===== src/rtl/core/sdge_pkg.sv =====
// shared types and constants of the sampled delta gamma encoder
package sdge_pkg;

  localparam int unsigned WORD_BITS   = 64;
  localparam int unsigned FILL_BITS   = 7;
  localparam int unsigned OFFSET_BITS = 40;
  localparam int unsigned RATE_BITS   = 16;
  localparam int unsigned SLOTS       = 3;

  localparam logic [RATE_BITS-1:0]   RATE_RESET = 16'd32;
  localparam logic [OFFSET_BITS-1:0] OFFSET_MAX = '1;

  typedef enum logic [1:0] {
    KIND_SAMPLE  = 2'd0,
    KIND_WORD    = 2'd1,
    KIND_SUMMARY = 2'd2
  } kind_t;

  typedef struct packed {
    logic [31:0] value;
    logic        end_of_list;
  } item_t;

  typedef struct packed {
    kind_t                  kind;
    logic [WORD_BITS-1:0]   payload;
    logic [FILL_BITS-1:0]   valid_bits;
    logic [OFFSET_BITS-1:0] bit_offset;
    logic                   order_error;
    logic                   final_res;
  } result_t;

  typedef struct packed {
    logic                 full;
    logic [WORD_BITS-1:0] word;
    logic [WORD_BITS-1:0] buffer;
    logic [FILL_BITS-1:0] fill;
    logic [FILL_BITS-1:0] len;
  } pack_t;

endpackage


===== src/rtl/core/sdge_gamma.sv =====
// gamma code length and msb-first packing of one delta into the word buffer
module sdge_gamma #(
  parameter int VALUE_BITS = 32
) (
  input  logic [VALUE_BITS-1:0]          delta,
  input  logic [sdge_pkg::WORD_BITS-1:0] buffer,
  input  logic [sdge_pkg::FILL_BITS-1:0] fill,
  output sdge_pkg::pack_t                pack
);
  import sdge_pkg::*;

  localparam int LOG_W = $clog2(VALUE_BITS);

  logic [LOG_W-1:0]       msb;
  logic [FILL_BITS-1:0]   len;
  logic [FILL_BITS-1:0]   total;
  logic [7:0]             amt;
  logic [2*WORD_BITS-1:0] shifted;
  logic [2*WORD_BITS-1:0] merged;

  // floor log2 of the delta
  always_comb begin
    msb = '0;
    for (int i = 0; i < VALUE_BITS; i++) begin
      if (delta[i]) begin
        msb = LOG_W'(i);
      end
    end
  end

  assign len     = FILL_BITS'({msb, 1'b1});
  assign total   = fill + len;
  assign amt     = 8'd128 - 8'(fill) - 8'(len);
  assign shifted = {{(2*WORD_BITS-VALUE_BITS){1'b0}}, delta} << amt;
  assign merged  = {buffer, {WORD_BITS{1'b0}}} | shifted;

  always_comb begin
    pack.full   = total[6];
    pack.word   = merged[2*WORD_BITS-1:WORD_BITS];
    pack.buffer = total[6] ? merged[WORD_BITS-1:0] : merged[2*WORD_BITS-1:WORD_BITS];
    pack.fill   = {1'b0, total[5:0]};
    pack.len    = len;
  end

endmodule


===== src/rtl/core/sdge_queue.sv =====
// result slots for one item, drained one word per cycle while out_stall is low
module sdge_queue (
  input  logic                                       clk,
  input  logic                                       rst,
  input  logic                                       load,
  input  sdge_pkg::result_t [sdge_pkg::SLOTS-1:0]    load_slots,
  input  logic [1:0]                                 load_cnt,
  input  logic                                       out_stall,
  output sdge_pkg::result_t                          head,
  output logic                                       out_valid,
  output logic                                       room
);
  import sdge_pkg::*;

  result_t [SLOTS-1:0] slots;
  logic [1:0]          cnt;
  logic                take;

  assign out_valid = (cnt != 2'd0);
  assign take      = out_valid && !out_stall;
  assign room      = (cnt == 2'd0) || (cnt == 2'd1 && !out_stall);
  assign head      = slots[0];

  always_ff @(posedge clk) begin
    if (rst) begin
      cnt <= '0;
    end else if (load) begin
      cnt <= load_cnt;
    end else if (take) begin
      cnt <= cnt - 2'd1;
    end
  end

  always_ff @(posedge clk) begin
    if (load) begin
      slots <= load_slots;
    end else if (take) begin
      slots[0] <= slots[1];
      slots[1] <= slots[2];
    end
  end

endmodule


===== src/rtl/core/sampled_delta_gamma_encoder.sv =====
// sampled delta encoder with elias gamma codes packed into 64-bit words
//
//   channel  signals                          width
//   item     item_valid item_stall item       33-bit word: value, end_of_list
//   result   result_valid result_stall result 115-bit word, one record each
//   cfg      cfg_valid cfg_ready cfg_data     16-bit sampling rate
//
// an item is coded in the cycle it is taken; its first record appears the next cycle
// one item per cycle while each gives at most one record and result_stall is low; the end of a list
// gives up to three records, one per cycle while result_stall is low, and holds items off until the last
// the result slots hold the records while result_stall is high
// synchronous reset clears the list state and the result slot count and sets the sampling rate to 32
module sampled_delta_gamma_encoder #(
  parameter int VALUE_BITS = 32
) (
  input  logic                           clk,
  input  logic                           rst,
  input  logic                           item_valid,
  output logic                           item_stall,
  input  sdge_pkg::item_t                item,
  output logic                           result_valid,
  input  logic                           result_stall,
  output sdge_pkg::result_t              result,
  input  logic                           cfg_valid,
  output logic                           cfg_ready,
  input  logic [sdge_pkg::RATE_BITS-1:0] cfg_data
);
  import sdge_pkg::*;

  logic [RATE_BITS-1:0]   sample_period;
  logic [RATE_BITS-1:0]   group_position;
  logic [VALUE_BITS-1:0]  previous_value;
  logic [OFFSET_BITS-1:0] total_code_bits;
  logic [WORD_BITS-1:0]   pack_buffer;
  logic [FILL_BITS-1:0]   pack_fill;
  logic [VALUE_BITS-1:0]  largest_sample;
  logic [OFFSET_BITS-1:0] largest_offset;

  logic [RATE_BITS-1:0]   group_position_next;
  logic [OFFSET_BITS-1:0] total_code_bits_next;
  logic [WORD_BITS-1:0]   pack_buffer_next;
  logic [FILL_BITS-1:0]   pack_fill_next;
  logic [VALUE_BITS-1:0]  largest_sample_next;
  logic [OFFSET_BITS-1:0] largest_offset_next;

  logic                   item_fire;
  logic                   room;
  logic [VALUE_BITS-1:0]  value;
  logic [VALUE_BITS-1:0]  delta;
  logic                   is_sample;
  logic                   bad_order;
  logic [RATE_BITS-1:0]   rate;
  logic [RATE_BITS:0]     pos_inc;
  logic [OFFSET_BITS:0]   sum;
  pack_t                  pack;
  result_t                rec_first;
  result_t                rec_flush;
  result_t                rec_summary;
  logic                   has_first;
  logic                   has_flush;
  result_t [SLOTS-1:0]    slots;
  logic [1:0]             cnt;

  assign cfg_ready  = 1'b1;
  assign item_stall = !room;
  assign item_fire  = item_valid && room;

  assign value     = item.value[VALUE_BITS-1:0];
  assign delta     = value - previous_value;
  assign is_sample = (group_position == '0);
  assign bad_order = !is_sample && (value <= previous_value);
  assign rate      = (sample_period == '0) ? RATE_BITS'(1) : sample_period;
  assign pos_inc   = {1'b0, group_position} + (RATE_BITS+1)'(1);
  assign sum       = {1'b0, total_code_bits} + (OFFSET_BITS+1)'(pack.len);

  sdge_gamma #(
    .VALUE_BITS (VALUE_BITS)
  ) u_gamma (
    .delta  (delta),
    .buffer (pack_buffer),
    .fill   (pack_fill),
    .pack   (pack)
  );

  // state update and records of the taken item
  always_comb begin
    group_position_next  = (pos_inc >= {1'b0, rate}) ? '0 : pos_inc[RATE_BITS-1:0];
    total_code_bits_next = total_code_bits;
    pack_buffer_next     = pack_buffer;
    pack_fill_next       = pack_fill;
    largest_sample_next  = largest_sample;
    largest_offset_next  = largest_offset;
    has_first            = 1'b0;
    rec_first            = '0;

    if (is_sample) begin
      has_first            = 1'b1;
      rec_first.kind       = KIND_SAMPLE;
      rec_first.payload    = WORD_BITS'(value);
      rec_first.bit_offset = total_code_bits;
      if (value > largest_sample) begin
        largest_sample_next = value;
      end
      if (total_code_bits > largest_offset) begin
        largest_offset_next = total_code_bits;
      end
    end else if (bad_order) begin
      has_first             = 1'b1;
      rec_first.kind        = KIND_WORD;
      rec_first.order_error = 1'b1;
    end else begin
      has_first            = pack.full;
      rec_first.kind       = KIND_WORD;
      rec_first.payload    = pack.word;
      rec_first.valid_bits = FILL_BITS'(WORD_BITS);
      pack_buffer_next     = pack.buffer;
      pack_fill_next       = pack.fill;
      total_code_bits_next = sum[OFFSET_BITS] ? OFFSET_MAX : sum[OFFSET_BITS-1:0];
    end
    rec_first.final_res = !item.end_of_list;

    has_flush            = item.end_of_list && (pack_fill_next != '0);
    rec_flush            = '0;
    rec_flush.kind       = KIND_WORD;
    rec_flush.payload    = pack_buffer_next;
    rec_flush.valid_bits = pack_fill_next;

    rec_summary            = '0;
    rec_summary.kind       = KIND_SUMMARY;
    rec_summary.payload    = WORD_BITS'(largest_sample_next);
    rec_summary.bit_offset = largest_offset_next;
    rec_summary.final_res  = 1'b1;

    slots = '0;
    if (has_first) begin
      slots[0] = rec_first;
      slots[1] = has_flush ? rec_flush : rec_summary;
      slots[2] = rec_summary;
    end else begin
      slots[0] = has_flush ? rec_flush : rec_summary;
      slots[1] = rec_summary;
    end
    cnt = 2'(has_first) + 2'(has_flush) + 2'(item.end_of_list);
  end

  sdge_queue u_queue (
    .clk        (clk),
    .rst        (rst),
    .load       (item_fire),
    .load_slots (slots),
    .load_cnt   (cnt),
    .out_stall  (result_stall),
    .head       (result),
    .out_valid  (result_valid),
    .room       (room)
  );

  always_ff @(posedge clk) begin
    if (rst) begin
      sample_period   <= RATE_RESET;
      group_position  <= '0;
      previous_value  <= '0;
      total_code_bits <= '0;
      pack_buffer     <= '0;
      pack_fill       <= '0;
      largest_sample  <= '0;
      largest_offset  <= '0;
    end else begin
      if (cfg_valid && cfg_ready) begin
        sample_period <= cfg_data;
      end
      if (item_fire) begin
        if (item.end_of_list) begin
          group_position  <= '0;
          previous_value  <= '0;
          total_code_bits <= '0;
          pack_buffer     <= '0;
          pack_fill       <= '0;
          largest_sample  <= '0;
          largest_offset  <= '0;
        end else begin
          group_position  <= group_position_next;
          previous_value  <= value;
          total_code_bits <= total_code_bits_next;
          pack_buffer     <= pack_buffer_next;
          pack_fill       <= pack_fill_next;
          largest_sample  <= largest_sample_next;
          largest_offset  <= largest_offset_next;
        end
      end
    end
  end

  a_list_end_clears: assert property (@(posedge clk) disable iff (rst)
    item_fire && item.end_of_list |=> group_position == '0 && pack_fill == '0)
    else $error("state not cleared after end of list");

  a_fill_below_word: assert property (@(posedge clk) disable iff (rst)
    !pack_fill[FILL_BITS-1])
    else $error("pack fill reached a full word");

  a_summary_final: assert property (@(posedge clk) disable iff (rst)
    result_valid && result.kind == KIND_SUMMARY |-> result.final_res)
    else $error("summary is not the final record");

  a_error_empty: assert property (@(posedge clk) disable iff (rst)
    result_valid && result.order_error |-> result.valid_bits == '0 && result.payload == '0)
    else $error("order error record carries code bits");

endmodule


===== config.mk =====
export PLATFORM = sky130hd
export DESIGN_NAME = sampled_delta_gamma_encoder
export DESIGN_NICKNAME = d
export VERILOG_FILES = /design/src/rtl/core/sdge_pkg.sv /design/src/rtl/core/sdge_gamma.sv /design/src/rtl/core/sdge_queue.sv /design/src/rtl/core/sampled_delta_gamma_encoder.sv
export SDC_FILE = /design/constraint.sdc
export NUM_CORES = 2
export LEC_CHECK = 0
export BUFFER_PORTS_ARGS = -buffer_cell sky130_fd_sc_hd__buf_2
export CAP_MARGIN = 20
export CORE_ASPECT_RATIO = 0.8
export CORE_UTILIZATION = 37
export DETAILED_ROUTE_END_ITERATION = 6
export GPL_ROUTABILITY_DRIVEN = 0
export PLACE_DENSITY_LB_ADDON = 0.08
export SYNTH_ARGS = -nofsm -noshare
export SYNTH_HDL_FRONTEND = slang
export SYNTH_SLANG_ARGS = --single-unit

===== constraint.sdc =====
create_clock -name clk -period 9.8 [get_ports clk]
set_input_delay 2.45 -clock clk [delete_from_list [all_inputs] [get_ports clk]]
set_output_delay 2.45 -clock clk [all_outputs]
set_load 0.01 [all_outputs]

# Word-level counts from Yosys, hierarchy flattened
# Cells that the tools add are included.
totals:
  reg_bits: 594
  input_bits: 54
  out_inout_bits: 118
  elab_cells: 130
op_classes:
  addsub: 9
  magnitude_cmp: 4
  eq_ne: 3
  n_shift: 1
  mux: 67
  n_bitwise: 1
  reduce_logical: 17
op_table:
  columns: ["op", "n"]
  rows:
  - ["$mux W230", 3]
  - ["$mux W40", 8]
  - ["$mux W64", 4]
  - ["$mux W115", 2]
  - ["$mux W32", 4]
  - ["$or A128 B128 Y128", 1]
  - ["$shl A32 B8 Y128", 1]
  - ["$mux W5", 16]
  - ["$mux W71", 1]
  - ["$mux W65", 1]
  - ["$mux W16", 3]
  - ["$add A40 B6 Y41", 1]
  - ["$gt A40 B40 Y1", 1]
  - ["$gt A32 B32 Y1", 1]
  - ["$le A32 B32 Y1", 1]
  - ["$logic_not A16 Y1", 2]
  - ["$mux W4", 8]
  - ["$sub A32 B32 Y32", 1]
  - ["$mux W7", 4]
  - ["$add A16 B1 Y17 const B", 1]
  - ["$ge A17 B16 Y1", 1]
  - ["$mux W3", 4]
  - ["$mux W2", 4]
  - ["$sub A8 B6 Y8", 1]
  - ["15 further kinds", 28]

# Longest topological paths before layout
depth:
  ltp_word: 41
  ltp_mapped: 33

# Hierarchy
# From an unflattened synthesis, not the netlist that was laid out.
unflattened:
  cells_unflattened: 3772
  hier_area_um2: 36944.2
modules_own_cells:
  columns: ["mod", "instances", "cells_per_inst", "area_each_um2"]
  rows:
  - ["sampled_delta_gamma_encoder", 1, 2291, 17717.0]
  - ["sdge_queue", 1, 735, 14103.5]
  - ["sdge_gamma", 1, 746, 5123.7]

# Worst setup path after synthesis
# OpenSTA, ideal clock, no wires.
synth_path:
  kind: "input to register"
  start: "in item[1] (netlist name)"
  end: "reg u_queue.slots[171] (netlist name), data pin"
  setup_ps: 256
  arrival_ps: 8642
  slack_ps: 901
  stages: 27
  path_buffers: 5
  cell_sequence: "inv_1 -> ha_1 -> fa_1 -> nand2b_1 -> a21oi_2 -> nor3_4 -> o21ba_2 -> xnor2_1 -> a2111oi_0 -> a2111o_1 -> a41oi_1 -> o211ai_1 -> a221o_1 -> ha_1 -> clkbuf_1 -> buf_1 -> clkbuf_1 -> buf_1 -> clkbuf_1 -> nand2_1 -> o221ai_1 -> o32ai_1 -> a221o_1 -> a21oi_1 -> a2bb2oi_1 -> o21ai_0 -> a22o_1"
synth_via:
  elab_chain_cells: 41
  word_cells_on_any_way: 53
  classes_between: "3 x add/sub; 2 x order compare; 1 x shift; 43 x mux; 1 x bitwise; 3 x reduce/logical"
synth_rtl:
  columns: ["element", "line", "rtl"]
  rows:
  - ["start, declared", "sampled_delta_gamma_encoder.sv:20", "input sdge_pkg::item_t item,"]
  - ["$sub A32 B32 Y32", "sampled_delta_gamma_encoder.sv:69", "assign delta = value - previous_value;"]
  - ["$mux W1", "sdge_gamma.sv:25", "if (delta[i]) begin"]
  - ["$mux W2 (2 in series)", "sdge_gamma.sv:25", null]
  - ["$mux W3 (4 in series)", "sdge_gamma.sv:25", null]
  - ["$mux W4 (8 in series)", "sdge_gamma.sv:25", null]
  - ["$mux W5 (16 in series)", "sdge_gamma.sv:25", null]
  - ["$sub A8 B6 Y8", "sdge_gamma.sv:33", "assign amt = 8'd128 - 8'(fill) - 8'(len);"]
  - ["$shl A32 B8 Y128", "sdge_gamma.sv:34", "assign shifted = {{(2*WORD_BITS-VALUE_BITS){1'b0}}, delta} << amt;"]
  - ["$or A128 B128 Y128", "sdge_gamma.sv:35", "assign merged = {buffer, {WORD_BITS{1'b0}}} | shifted;"]
  - ["$mux W64", "sdge_gamma.sv:40", "pack.buffer = total[6] ? merged[WORD_BITS-1:0] : merged[2*WORD_BITS-1:WORD_BITS];"]
  - ["$mux W64", "sampled_delta_gamma_encoder.sv:107", "end else if (bad_order) begin"]
  - ["$mux W64", "sampled_delta_gamma_encoder.sv:96", "if (is_sample) begin"]
  - ["$mux W115", "sampled_delta_gamma_encoder.sv:137", "slots[1] = has_flush ? rec_flush : rec_summary;"]
  - ["$mux W230 (*)", "sampled_delta_gamma_encoder.sv:135", "if (has_first) begin"]
  - ["$mux W230 (*)", "sdge_queue.sv:35", "if (load) begin"]
  - ["end signal, assigned", "sdge_queue.sv:36", "slots <= load_slots;"]
  - ["end, declared", "sdge_queue.sv:15", "result_t [SLOTS-1:0] slots;"]
# Mark *: on every way between the ends. The rest lies on a longest branch, timed or not.
# A chain may end at the register's enable or synchronous reset.

# Worst setup path after layout
layout_path:
  start: "in item[1] (netlist name)"
  end: "reg u_queue.slots, in the netlist u_queue.head[65], data pin"
layout_via:
  elab_chain_cells: 41
  word_cells_on_any_way: 55
  classes_between: "3 x add/sub; 2 x order compare; 1 x shift; 45 x mux; 1 x bitwise; 3 x reduce/logical"
layout_rtl:
  columns: ["element", "line", "rtl"]
  rows:
  - ["$sub A32 B32 Y32", "sampled_delta_gamma_encoder.sv:69", null]
  - ["$mux W1", "sdge_gamma.sv:25", null]
  - ["$mux W2 (2 in series)", "sdge_gamma.sv:25", null]
  - ["$mux W3 (4 in series)", "sdge_gamma.sv:25", null]
  - ["$mux W4 (8 in series)", "sdge_gamma.sv:25", null]
  - ["$mux W5 (16 in series)", "sdge_gamma.sv:25", null]
  - ["$sub A8 B6 Y8", "sdge_gamma.sv:33", null]
  - ["$shl A32 B8 Y128", "sdge_gamma.sv:34", null]
  - ["$or A128 B128 Y128", "sdge_gamma.sv:35", null]
  - ["$mux W64", "sdge_gamma.sv:40", null]
  - ["$mux W64", "sampled_delta_gamma_encoder.sv:107", null]
  - ["$mux W64", "sampled_delta_gamma_encoder.sv:96", null]
  - ["$mux W115", "sampled_delta_gamma_encoder.sv:140", "slots[0] = has_flush ? rec_flush : rec_summary;"]
  - ["$mux W230 (*)", "sampled_delta_gamma_encoder.sv:135", null]
  - ["$mux W230 (*)", "sdge_queue.sv:35", null]
# Marked as above.

==> flow_summary.toml <==
[outcome]
status = "finished with violations"
failed_checks = "DRC"

[yosys]
synth-seq-cells = 550
synth_top_area_cell = "edfxtp_1"
synth_area_leaders = "edfxtp_1, dfxtp_1, ha_1"
synth_cell_type_count = 128
avgSynthCellArea_sq_um = 8.60
yosysSeqAreaShare_pct = 37.9
async_flop_share_pct = 0
synthFlopType = "edfxtp_1"
synth_nets = 4504
syn_area_sq_um = 37000
synth_top_area_share_pct = 24.4
yosysWarnings = 0
syn_inst = 4301
synth_edf_count = 301

[routing]
drc = 15
drtPass1Iterations = 7
wl_per_cell_um = 27.0
via_count = 35900
ant_nets = 0
vias_per_cell = 6.19
drt-total-wl_um = 157000
drtIter0Drc = 4751

[timing]
final_hold_viol_count = 0
timing.fmax_mhz = 106
post-route-period-util_pct = 96.4
rsz0062_at_grt = "false"
skew_ps = 24.8
tightest_slew_ps = 1120
drv_slew = 0
setup_viol = 0
period_needed_ps = 9450
slew_headroom_pct = 23.5

[setup_path]
worstPathRequired_ps = 10300
end_kind = "register"
critPathKind = "in -> reg"
slowest_stage = "a221oi_1"
path_max_fanout = 6
slowest_delay_ps = 620
crit_top_cell = "buf_4"
startpoint_type = "primary input"
cp.arrival_ps = 9950

[clocking]
cts_buffers = 66
cts_root_buffer = "clkbuf_16"
cts-hold-fix-buffers = 0
h-tree-depth = 3
cts_tree = "built"
cts_buffer_depth = 3
ctsResizeCount = 0
clk_latency_ps = 640
cts_setup_buffers = 0
clock_sinks = 550
clk_pin_slew_ps = 60

[power]
p_int_mw = 7.11
finalPower_mw = 13.4
power_frac_seq_pct = 26.7
peakVddDrop_mv = 0.209
power_leakage_nw = 16.0
clockPowerShare_pct = 19.0
power_frac_comb_pct = 54.3
switching_power_mw = 6.25
powerDensity_nw_per_um2 = 316
p_sw_share_pct = 46.8

[placed_design]
port_buffers = 170
dpl_cell_area_sq_um = 40200
hpwl_um = 113000

[final_layout]
fin_area_sq_um = 42300
syn_to_final_growth_pct = 14.4
drive_above_1_share_pct = 16.7
antenna_cells = 0
layout_commonest_cell = "nor2_1"
final_nets = 4648
layout.cells.most_common_list = "nor2_1, nand2_1, a21oi_1"
fin_util_pct = 42.8

[flow_run]
maxCapViolCount = 0

[global_route]
grt_pass1_vias = 32900
grt_max_degree = 155
grt_usage_pct = 30.1
grt_pass1_wl_um = 229000
grt.overflow.total = 0
antenna_found_initial = 4

[floorplanning]
die_h_um = 285
die_w_um = 356
floorplan.io_pins = 172
rows = 103
coreArea_sq_um = 98800
initial_core_util_pct = 37.4
die-area_sq_um = 101000

[min_path]
hp-class = "reg -> reg"
[final timing paths]
path | startpoint | end | slack [ps] | cells after the start
worst max-delay path | item[1] | u_queue.head[65]$_DFFE_PP_ | 350 | 29
worst min register to register | previous_value[11]$_SDFFE_PP0P_ | previous_value[11]$_SDFFE_PP0P_ | 450 | 2
worst max register to register | previous_value[9]$_SDFFE_PP0P_ | u_queue.head[65]$_DFFE_PP_ | 2060 | 27
worst min-delay path | previous_value[11]$_SDFFE_PP0P_ | previous_value[11]$_SDFFE_PP0P_ | 450 | 2
[layer usage]
layer  wire length [um]  global-route usage [%]
met5                 25                       0
met2              61200                    40.8
met4               4290                    7.70
met3              16800                    7.16
met1              74500                    46.7
[power groups by stage]
stage	combinational [mW]	clock, mW	sequential [mW]
global placement	6.98	0	3.61
floorplan	4.06	0	3.57
finish	7.25	2.54	3.56
CTS	6.98	2.58	3.57
global route	7.57	2.66	3.62
detailed placement	6.95	0	3.61
[registers in the layout, indices dropped and copies added, names as in the netlist]
name and count:
largest_offset 40, previous_value 32, group_position 16, largest_sample 32
total_code_bits 40, u_queue.cnt 2, pack_fill 7, pack_buffer 64
u_queue.head 115, u_queue.slots 186, sample_period 16
[metrics by stage]
stage	setup slack, ps	std cells	setup TNS [ps]	hold slack (ps)
after floorplan	901	4301	0	432
after global placement	15.6	5688	0	439
after detailed placement	-43.7	5688	-137	446
after CTS	535	5807	0	454
after global routing	37.9	5808	0	465
final	351	5808	0	451
[cell families (layout without fill, tap and decap cells)]
family          after synthesis  in the layout  share of synthesized area [%]
fa+ha+maj                   149            149                           5.12
mux                         146            146                           4.38
compound gates             1447           1447                           26.8
flops                       550            550                           37.9
simple gates               1367           1367                           17.2
buf+inv                     594            789                           7.45
xor+xnor                     47             47                           1.13
other cells                   1              1                         0.0101
[layout make-up]
| type | count | area (sq um) |
|---|---|---|
| clock inverters | 26 | 285 |
| inverters | 185 | 709 |
| multi-input cells | 3157 | 20400 |
| flip-flops and latches | 550 | 14000 |
| repair buffers | 485 | 3460 |
| well taps | 1312 | 1640 |
| fillers | 10000 | 56500 |
| clock buffers | 93 | 1860 |
[cell usage after synthesis (82+ instances only)]
library cell and n:
a21oi_1 351, buf_4 125, clkbuf_1 213, dfxtp_1 249
edfxtp_1 301, ha_1 145, inv_1 182, mux2i_1 102
nand2_1 424, nand3_1 82, nor2_1 463, o21ai_0 266
[worst max-delay path: cells and delay by family]
family                     cells  cell delay (ps)
buffers and inverters          6             1000
adders and majority gates      3             1080
AOI/OAI and AO/OA             12             3570
and+or+nand+nor                8             1810
Power figures use the tool's default switching activity.
